$ cat src/hdl/ssd_pkg.sv
// Shared constants, item codes and the queued command type of the sorted id set.
`default_nettype none
package ssd_pkg;

	localparam int MAX_IDS     = 16;
	localparam int ID_BITS     = 16;
	localparam int CNT_W       = $clog2(MAX_IDS + 1);
	localparam int TYPE_ID_W   = 16;
	localparam int SET_COUNT_W = 5;
	localparam int FUNC_W      = 2;

	localparam logic [FUNC_W-1:0] FUNC_ADD   = 2'd0;
	localparam logic [FUNC_W-1:0] FUNC_CLEAR = 2'd1;
	localparam logic [FUNC_W-1:0] FUNC_ELEM  = 2'd2;
	localparam logic [FUNC_W-1:0] FUNC_EMPTY = 2'd3;

	typedef enum logic [1:0] {
		OP_ADD,
		OP_CLEAR,
		OP_ELEM,
		OP_EMPTY
	} op_t;

	typedef struct packed {
		op_t                op;
		logic [ID_BITS-1:0] id;
		logic               ends_query;
	} cmd_t;

endpackage
`default_nettype wire

$ cat src/hdl/ssd_front.sv
// Front end: takes items, decodes them into commands and holds them in a two-entry queue.
`default_nettype none
module ssd_front
	import ssd_pkg::*;
(
	input  wire logic                 clk,
	input  wire logic                 arst_n,
	input  wire logic                 start,
	input  wire logic [FUNC_W-1:0]    func,
	input  wire logic [TYPE_ID_W-1:0] type_id,
	input  wire logic                 last,
	output logic                      busy,
	output logic                      cmd_valid,
	output cmd_t                      cmd,
	input  wire logic                 cmd_pop
);

	cmd_t       slot_q [2];
	logic       wr_ptr_q;
	logic       rd_ptr_q;
	logic [1:0] fill_q;
	logic       push;
	cmd_t       dec;

	always_comb begin
		dec.id         = type_id[ID_BITS-1:0];
		dec.op         = OP_ADD;
		dec.ends_query = 1'b0;
		case (func)
			FUNC_ADD: begin
				dec.op = OP_ADD;
			end
			FUNC_CLEAR: begin
				dec.op = OP_CLEAR;
			end
			FUNC_ELEM: begin
				dec.op         = OP_ELEM;
				dec.ends_query = last;
			end
			FUNC_EMPTY: begin
				dec.op         = OP_EMPTY;
				dec.ends_query = 1'b1;
			end
			default: begin
				dec.op = OP_ADD;
			end
		endcase
	end

	assign busy      = (fill_q == 2'd2);
	assign push      = start && !busy;
	assign cmd_valid = (fill_q != 2'd0);
	assign cmd       = slot_q[rd_ptr_q];

	always_ff @(posedge clk) begin
		if (push) begin
			slot_q[wr_ptr_q] <= dec;
		end
	end

	always_ff @(posedge clk or negedge arst_n) begin
		if (!arst_n) begin
			wr_ptr_q <= 1'b0;
			rd_ptr_q <= 1'b0;
			fill_q   <= 2'd0;
		end else begin
			if (push) begin
				wr_ptr_q <= !wr_ptr_q;
			end
			if (cmd_pop) begin
				rd_ptr_q <= !rd_ptr_q;
			end
			if (push && !cmd_pop) begin
				fill_q <= fill_q + 2'd1;
			end else if (!push && cmd_pop) begin
				fill_q <= fill_q - 2'd1;
			end
		end
	end

endmodule
`default_nettype wire

$ cat src/hdl/ssd_back.sv
// Back end: the ordered row of id cells, the query accumulators and the result register.
`default_nettype none
module ssd_back
	import ssd_pkg::*;
(
	input  wire logic                   clk,
	input  wire logic                   arst_n,
	input  wire logic                   cmd_valid,
	input  wire cmd_t                   cmd,
	output logic                        cmd_pop,
	output logic                        valid,
	output logic [SET_COUNT_W-1:0]      set_count,
	output logic                        added,
	output logic                        rejected_full,
	output logic                        contains_all,
	output logic                        shares_none,
	output logic                        query_done
);

	logic [ID_BITS-1:0] ent_q [MAX_IDS];
	logic [ID_BITS-1:0] ent_nxt [MAX_IDS];
	logic [CNT_W-1:0]   count_q;
	logic [CNT_W-1:0]   count_nxt;
	logic               all_q;
	logic               none_q;
	logic [MAX_IDS-1:0] eq;
	logic [MAX_IDS-1:0] lt;
	logic               hit;
	logic               is_full;
	logic               do_ins;
	logic               rej;
	logic               all_upd;
	logic               none_upd;

	logic                   valid_q;
	logic [SET_COUNT_W-1:0] set_count_q;
	logic                   added_q;
	logic                   rejected_q;
	logic                   with_q;
	logic                   without_q;
	logic                   done_q;

	// The back end never stalls, so it takes a command whenever one waits.
	assign cmd_pop = cmd_valid;

	// Every cell compares against the id at once; cells below the fill are live.
	always_comb begin
		for (int i = 0; i < MAX_IDS; i++) begin
			eq[i] = (CNT_W'(i) < count_q) && (ent_q[i] == cmd.id);
			lt[i] = (CNT_W'(i) < count_q) && (ent_q[i] < cmd.id);
		end
		// A cell keeps its id if smaller, takes the new id at the insert point,
		// and otherwise takes its lower neighbour's id.
		ent_nxt[0] = lt[0] ? ent_q[0] : cmd.id;
		for (int i = 1; i < MAX_IDS; i++) begin
			if (lt[i]) begin
				ent_nxt[i] = ent_q[i];
			end else if (lt[i-1]) begin
				ent_nxt[i] = cmd.id;
			end else begin
				ent_nxt[i] = ent_q[i-1];
			end
		end
	end

	assign hit     = |eq;
	assign is_full = (count_q == CNT_W'(MAX_IDS));
	assign do_ins  = cmd_valid && (cmd.op == OP_ADD) && !hit && !is_full;
	assign rej     = cmd_valid && (cmd.op == OP_ADD) && !hit && is_full;

	always_comb begin
		count_nxt = count_q;
		if (do_ins) begin
			count_nxt = count_q + CNT_W'(1);
		end else if (cmd_valid && (cmd.op == OP_CLEAR)) begin
			count_nxt = '0;
		end
	end

	assign all_upd  = all_q && hit;
	assign none_upd = none_q && !hit;

	always_ff @(posedge clk) begin
		if (do_ins) begin
			for (int i = 0; i < MAX_IDS; i++) begin
				ent_q[i] <= ent_nxt[i];
			end
		end
		set_count_q  <= SET_COUNT_W'(count_nxt);
		added_q      <= do_ins;
		rejected_q   <= rej;
		if (cmd.op == OP_EMPTY) begin
			with_q    <= 1'b1;
			without_q <= 1'b1;
			done_q    <= 1'b1;
		end else if ((cmd.op == OP_ELEM) && cmd.ends_query) begin
			with_q    <= all_upd;
			without_q <= none_upd;
			done_q    <= 1'b1;
		end else begin
			with_q    <= 1'b0;
			without_q <= 1'b0;
			done_q    <= 1'b0;
		end
	end

	always_ff @(posedge clk or negedge arst_n) begin
		if (!arst_n) begin
			count_q <= '0;
			all_q   <= 1'b1;
			none_q  <= 1'b1;
			valid_q <= 1'b0;
		end else begin
			valid_q <= cmd_valid;
			count_q <= count_nxt;
			if (cmd_valid) begin
				if (cmd.ends_query) begin
					all_q  <= 1'b1;
					none_q <= 1'b1;
				end else if (cmd.op == OP_ELEM) begin
					all_q  <= all_upd;
					none_q <= none_upd;
				end
			end
		end
	end

	assign valid         = valid_q;
	assign set_count     = set_count_q;
	assign added         = added_q;
	assign rejected_full = rejected_q;
	assign contains_all  = with_q;
	assign shares_none   = without_q;
	assign query_done    = done_q;

endmodule
`default_nettype wire

$ cat src/hdl/sorted_id_set_subset_disjoint.sv
// Top level of the sorted id set with subset and disjoint queries.
//
//   channel   handshake            payload
//   -------   ------------------   ------------------------------------------------
//   item in   start high, busy low func, type_id, last
//   result    valid (one cycle)    set_count, added, rejected_full, contains_all,
//                                  shares_none, query_done
//
// Each item gives one result; valid rises once the item has passed through a queue slot and the result register.
// The back end handles one item per cycle against all sixteen cells in parallel,
// so the sustained rate is one item per cycle.
// Reset empties the set and sets both query accumulators; the stored ids are not cleared.
// The receiver cannot stall and the back end pops whenever a command waits, so the queue never
// holds more than one item and busy stays low.
`default_nettype none
module sorted_id_set_subset_disjoint
	import ssd_pkg::*;
(
	input  wire logic                   clk,
	input  wire logic                   arst_n,
	input  wire logic                   start,
	output logic                        busy,
	input  wire logic [FUNC_W-1:0]      func,
	input  wire logic [TYPE_ID_W-1:0]   type_id,
	input  wire logic                   last,
	output logic                        valid,
	output logic [SET_COUNT_W-1:0]      set_count,
	output logic                        added,
	output logic                        rejected_full,
	output logic                        contains_all,
	output logic                        shares_none,
	output logic                        query_done
);

	logic cmd_valid;
	logic cmd_pop;
	cmd_t cmd;

	ssd_front u_front (
		.clk       (clk),
		.arst_n    (arst_n),
		.start     (start),
		.func      (func),
		.type_id   (type_id),
		.last      (last),
		.busy      (busy),
		.cmd_valid (cmd_valid),
		.cmd       (cmd),
		.cmd_pop   (cmd_pop)
	);

	ssd_back u_back (
		.clk           (clk),
		.arst_n        (arst_n),
		.cmd_valid     (cmd_valid),
		.cmd           (cmd),
		.cmd_pop       (cmd_pop),
		.valid         (valid),
		.set_count     (set_count),
		.added         (added),
		.rejected_full (rejected_full),
		.contains_all  (contains_all),
		.shares_none   (shares_none),
		.query_done    (query_done)
	);

endmodule
`default_nettype wire

$ cat config.mk
export PLATFORM = sky130hd
export DESIGN_NAME = sorted_id_set_subset_disjoint
export DESIGN_NICKNAME = d
export VERILOG_FILES = /design/src/hdl/ssd_pkg.sv /design/src/hdl/ssd_front.sv /design/src/hdl/ssd_back.sv /design/src/hdl/sorted_id_set_subset_disjoint.sv
export SDC_FILE = /design/constraint.sdc
export NUM_CORES = 1
export LEC_CHECK = 0
export BUFFER_PORTS_ARGS = -buffer_cell sky130_fd_sc_hd__buf_2
export CELL_PAD_IN_SITES_DETAIL_PLACEMENT = 1
export CELL_PAD_IN_SITES_GLOBAL_PLACEMENT = 1
export CORE_MARGIN = 10
export CORE_UTILIZATION = 55
export CTS_CLUSTER_SIZE = 16
export DETAILED_ROUTE_END_ITERATION = 6
export PLACE_DENSITY_LB_ADDON = 0.1
export SLEW_MARGIN = 10
export SYNTH_ARGS = -nofsm -noshare
export SYNTH_HDL_FRONTEND = slang
export SYNTH_SLANG_ARGS = --single-unit
$ cat constraint.sdc
create_clock -name clk -period 11.5 [get_ports clk]
set_input_delay 1.15 -clock clk [delete_from_list [all_inputs] [get_ports clk]]
set_output_delay 1.15 -clock clk [all_outputs]
set_load 0.03 [all_outputs]
======== After elaboration in Yosys (flattened, before gate mapping) ========
Memories as Yosys holds them, arrays and structs flattened.
Index checks and enable logic that the tools add are counted.
cells by class
  $lt $le $gt $ge ......................... 32
  equal/unequal tests ..................... 24
  muxes and demuxes ....................... 48
  $add $sub $neg .......................... 3
  div/mod/pow operators ................... 0
  $mul .................................... 0
  bitwise logic cells ..................... 0
  reduce and logical (&&, ||, !) cells .... 57
  shift operators ......................... 0
operators with widths
  operator                                                                      number
  16-bit 2-to-1 mux                                                             31
  16-bit == test                                                                16
  16-bit less-than comparator                                                   16
  1-bit logical AND                                                             43
  4-bit by 5-bit less-than comparator with 1-bit output (first input constant)  8
  3-bit by 5-bit less-than comparator with 1-bit output (first input constant)  4
  16-bit OR reduction                                                           1
  1-bit 2-to-1 mux                                                              11
  2-bit == test (second input constant)                                         5
  1-bit by 5-bit less-than comparator with 1-bit output (first input constant)  2
  2-bit by 5-bit less-than comparator with 1-bit output (first input constant)  2
  5-bit 2-to-1 mux                                                              2
  2-bit one-hot mux with 4 select lines                                         1
  1-bit logical NOT                                                             7
  2-bit nonzero test                                                            3
  5-bit by 1-bit adder with 5-bit output (second input constant)                1
  5-bit == test (second input constant)                                         1
  2-bit by 1-bit == test with 1-bit output (second input constant)              2
  2-bit logical NOT                                                             2
  2-bit 2-to-1 mux                                                              2
  2-bit by 1-bit adder with 2-bit output (second input constant)                1
  1-bit one-hot mux with 2 select lines                                         1
  2-bit AND reduction                                                           1
  2-bit by 1-bit subtractor with 2-bit output (second input constant)           1
storage, ports and cells
  RAM bits ................................ 294
  memory bits (read-only) ................. 0
  memories ................................ 2
  bits of input ports ..................... 22
  flip-flop bits (word level) ............. 22
  bits in latches ......................... 0
memory list
  name            words  width  read ports  clocked after Yosys merged registers in  wr ports  line             text
  u_back.ent_q    16     16     16          0                                        16        ssd_back.sv:20   logic [ID_BITS-1:0] ent_q [MAX_IDS];
  u_front.slot_q  2      19     1           0                                        1         ssd_front.sv:18  cmd_t slot_q [2];

======== Longest topological paths before layout ========
An unclocked memory read counts as a cell.
  depth in word-level cells ............... 9
  depth in mapped cells ................... 15

======== Modules after synthesis ========
From an unflattened synthesis, not the netlist that was laid out.
unflattened totals
  cells, all modules ...................... 1385
  area total of the unflattened synthesis .. 18858.1 µm²
by module, submodules not included
  module     times used  area an instance (µm²)  cells each
  ssd_back   1           17179.0                 1304
  ssd_front  1           1679.1                  81

======== Least setup slack after synthesis ========
Ideal clock, no wire load.
  kind .................................... reg-to-reg
  from .................................... register u_front.rd_ptr_q
  to ...................................... memory u_back.ent_q[15][0] (netlist: u_back.ent_q[1][112]), enable pin
  arrival time ............................ 4286 ps
  data required time ...................... 11106 ps
  cell stages (with the launch flop) ...... 15
  period minus slack after synthesis ...... 4680 ps
  path slack .............................. 6820 ps
  cell sequence ........................... dfrtp_1 > clkbuf_1 > clkbuf_1 > mux2_2 > clkbuf_1 > inv_1 > ha_1 > nand4_1 > nor4_1 > a22oi_2 > nand4_2 > nor4_2 > nand2_1 > clkbuf_1 > a21oi_1
RTL lines
  what                    line             text
  start, declared         ssd_front.sv:20  logic rd_ptr_q;
  start signal, assigned  ssd_front.sv:71  rd_ptr_q <= !rd_ptr_q;
  end, declared           ssd_back.sv:20

==> impl_metrics.sql <==
INSERT INTO impl_metrics (metric_group, metric, value, unit) VALUES
('run_status', 'outcome', 'complete, no violations', ''),
('sta', 'max_slew_headroom_at_the_worst_pin', '20.5', '%'),
('worst_setup_path', 'critical_path.max_fanout', '23', ''),
('grt', 'wire_length_of_the_first_global_routing_pass', '83.7', 'mm'),
('worst_setup_path', 'critical_path.max_stage_delay', '1.08', 'ns'),
('sta', 'fin_worst_hold_slack', '0.485', 'ns'),
('synth', 'number_of_synthesized_flops_with_an_enable_pin', '294', ''),
('worst_setup_path', 'worst_path_max_delay_cell', 'sky130_fd_sc_hd__dfrtp_1', ''),
('sta', 'grt_setup_unrepaired', 'no', ''),
('cells_and_area', 'final_net_count', '1735', ''),
('detailed_routing', 'drc', '0', ''),
('power_and_ir_drop', 'power.ir.vdd_worst', '223', 'uV'),
('worst_setup_path', 'reg2reg_from', 'u_front.rd_ptr_q', ''),
('clock_tree', 'cts-resized-gates', '0', ''),
('worst_setup_path', 'crit_path_start_kind', 'register', ''),
('worst_setup_path', 'crit_buf_inv', '2', ''),
('grt', 'first_global_vias', '13500', ''),
('worst_setup_path', 'crit_type', 'register to register', ''),
('clock_tree', 'cts.sinks', '316', ''),
('cells_and_area', 'final_layout_size_suffix_gt1_share', '26.7', '%'),
('floorplanning', 'die_height', '205', 'um'),
('worst_setup_path', 'cp.arrival', '7.37', 'ns'),
('detailed_routing', 'dr_total_vias', '12500', ''),
('clock_tree', 'clockRootBuffer', 'sky130_fd_sc_hd__clkbuf_16', ''),
('detailed_routing', 'detail-route-antenna-nets', '0', ''),
('detailed_routing', 'wirelength', '55.6', 'mm'),
('synth', 'syn-cell-area', '0.0187', 'sq mm'),
('worst_setup_path', 'timing.critical_path.required', '11.75', 'ns'),
('detailed_routing', 'detail_routed_net_length_per_standard_cell', '28.8', 'um'),
('clock_tree', 'cts_made_buffers', '37', ''),
('clock_tree', 'tritoncts_clock_tree', 'built', ''),
('power_and_ir_drop', 'leakagePower', '8.24', 'nW'),
('cells_and_area', 'area.growth.synth_to_final', '10.6', '%'),
('power_and_ir_drop', 'sequentialPowerShare', '34.8', '%'),
('sta', 'timing_hold_violations_final', '0', ''),
('synth', 'postSynthAreaPerCell', '13.3', 'sq um'),
('floorplanning', 'pin_count', '34', ''),
('clock_tree', 'post_cts_buffers', '0', ''),
('synth', 'synth_instances', '1404', ''),
('sta', 'finalWorstPathRequiredPeriod', '7.12', 'ns'),
('grt', 'grt_overflow', '0', ''),
('sta', 'clock.fmax', '141', 'MHz'),
('floorplanning', 'die_width', '205', 'um'),
('power_and_ir_drop', 'p_int', '0.00364', 'W'),
('floorplanning', 'die_area', '0.0419', 'sq mm'),
('sta', 'tightest_slew', '1.19', 'ns'),
('worst_setup_path', 'critical_path_end_type', 'register', ''),
('power_and_ir_drop', 'power_switching_share', '40.2', '%'),
('sta', 'setup_viol', '0', ''),
('detailed_routing', 'via_per_inst', '6.50', ''),
('place', 'numPortBuffers', '33', ''),
('synth', 'synth_top_cells_by_count', 'sky130_fd_sc_hd__edfxtp_1, sky130_fd_sc_hd__ha_1, sky130_fd_sc_hd__mux2_2', ''),
('floorplanning', 'initial_cell_density_of_the_core', '55.7', '%'),
('synth', 'postSynthRegisterBits', '316', ''),
('clock_tree', 'clock_insertion_delay_worst_skew', '0.56', 'ns'),
('grt', 'grt_start_max_net_pins', '33', ''),
('grt', 'grt_antenna_before_repair', '0', ''),
('sta', 'layout_worst_path_cycle_share', '61.9', '%'),
('clock_tree', 'cts_hold_buffers', '0', ''),
('power_and_ir_drop', 'power.density', '294', 'mW/mm^2'),
('power_and_ir_drop', 'power_switching', '0.00245', 'W'),
('sta', 'fin_tns_setup', '0', 'ns'),
('sta', 'maxSlewViolCount', '0', ''),
('sta', 'clock-skew-final', '0.0273', 'ns'),
('power_and_ir_drop', 'clkPwrFrac', '19.9', '%'),
('clock_tree', 'clk_path_buf_depth', '3', ''),
('synth', 'synthMostInstantiatedCell', 'sky130_fd_sc_hd__edfxtp_1', ''),
('detailed_routing', 'drt-initial-drc-count', '925', ''),
('synth', 'synth_largest_type_area_fraction', '47.1', '%'),
('job', 'max-cap-violations', '0', ''),
('place', 'globalplace.congestion', '0.885', '');
metrics by stage:
stage	total power (W)	utilization [%]	cells	cell area, sq um	worst slack (ns)
detailed placement	0.00483	57.9	1863	19500	4.41
floorplan	0.00381	-	1404	18700	6.82
global route	0.00645	61.6	1930	20700	4.12
CTS	0.00607	61.6	1930	20700	4.41
global placement	0.00467	57.9	1863	19500	4.63
finish	0.00609	61.7	1931	20700	4.38
cell usage in the layout (no fill, tap or decap), drive strengths merged, types with 11 or more instances in the layout:
master / netlist / routed
nor3: 14 / 14
nand3: 16 / 16
nand4: 64 / 64
a21oi: 68 / 68
clkbuf: 35 / 54
a21o: 59 / 59
mux2: 258 / 258
inv: 45 / 46
ha: 259 / 259
nand2b: 13 / 13
nor2: 56 / 56
nor2b: 32 / 32
edfxtp: 294 / 294
buf: 13 / 59
o21ai: 46 / 46
nand2: 20 / 20
o21a: 11 / 11
final timing paths:
kind	end	cells after the start	slack [ns]
worst max-delay path	u_back.ent_q[1][75]	11	4.38
worst min-delay path	u_front.fill_q[1]	1	0.48
worst max register to register	u_back.ent_q[1][75]	11	4.38
worst min register to register	u_front.fill_q[1]	1	0.50
max in group asynchronous	u_back.none_q	1	10.73
min in group clk	u_front.fill_q[1]	1	0.50
layout make-up:
| type | count | area, sq um |
|---|---|---|
| inverter | 45 | 169 |
| tap | 448 | 561 |
| clock inverter | 13 | 149 |
| fill | 3232 | 12900 |
| clock buffer | 54 | 1090 |
| multi-input combinational | 995 | 9060 |
| antenna | 1 | 2.50 |
| sequential | 316 | 9330 |
| timing repair buffer | 59 | 360 |
power by group through the flow:
stage | combinational, W | sequential [W] | clock (W)
final | 0.00276 | 0.00212 | 0.00121
after CTS | 0.00273 | 0.00211 | 0.00122
after global placement | 0.00255 | 0.00212 | 0
after floorplan | 0.00181 | 0.00200 | 0
after global routing | 0.00304 | 0.00215 | 0.00127
after detailed placement | 0.00270 | 0.00213 | 0
state kept, by name, summed over array words and instances (netlist names):
| register | flops |
|---|---|
| u_front.rd_ptr_q | 1 |
| u_back.contains_all | 1 |
| u_back.count_q | 5 |
| u_back.ent_q | 256 |
| u_back.set_count | 5 |
| u_back.added | 1 |
| u_front.slot_q | 38 |
| u_back.valid | 1 |
| u_back.rejected_full | 1 |
| u_back.all_q | 1 |
| u_back.shares_none | 1 |
| u_back.none_q | 1 |
| u_back.query_done | 1 |
| u_front.wr_ptr_q | 1 |
| u_front.fill_q | 2 |
layer usage:
metal  global-route usage (%)  share of wire, %
met2                     44.7                49
met3                     3.95               5.2
met4                     8.33               2.7
met1                     35.0                44
met5                        0                 0
cell families after synthesis:
family,synth area share [%]
buf+inv,1.97
mux,15.7
compound gates,7.76
fa+ha+maj,17.3
flops,49.8
xor+xnor,0.234
simple gates,7.29
Power figures use the tool's default switching activity.
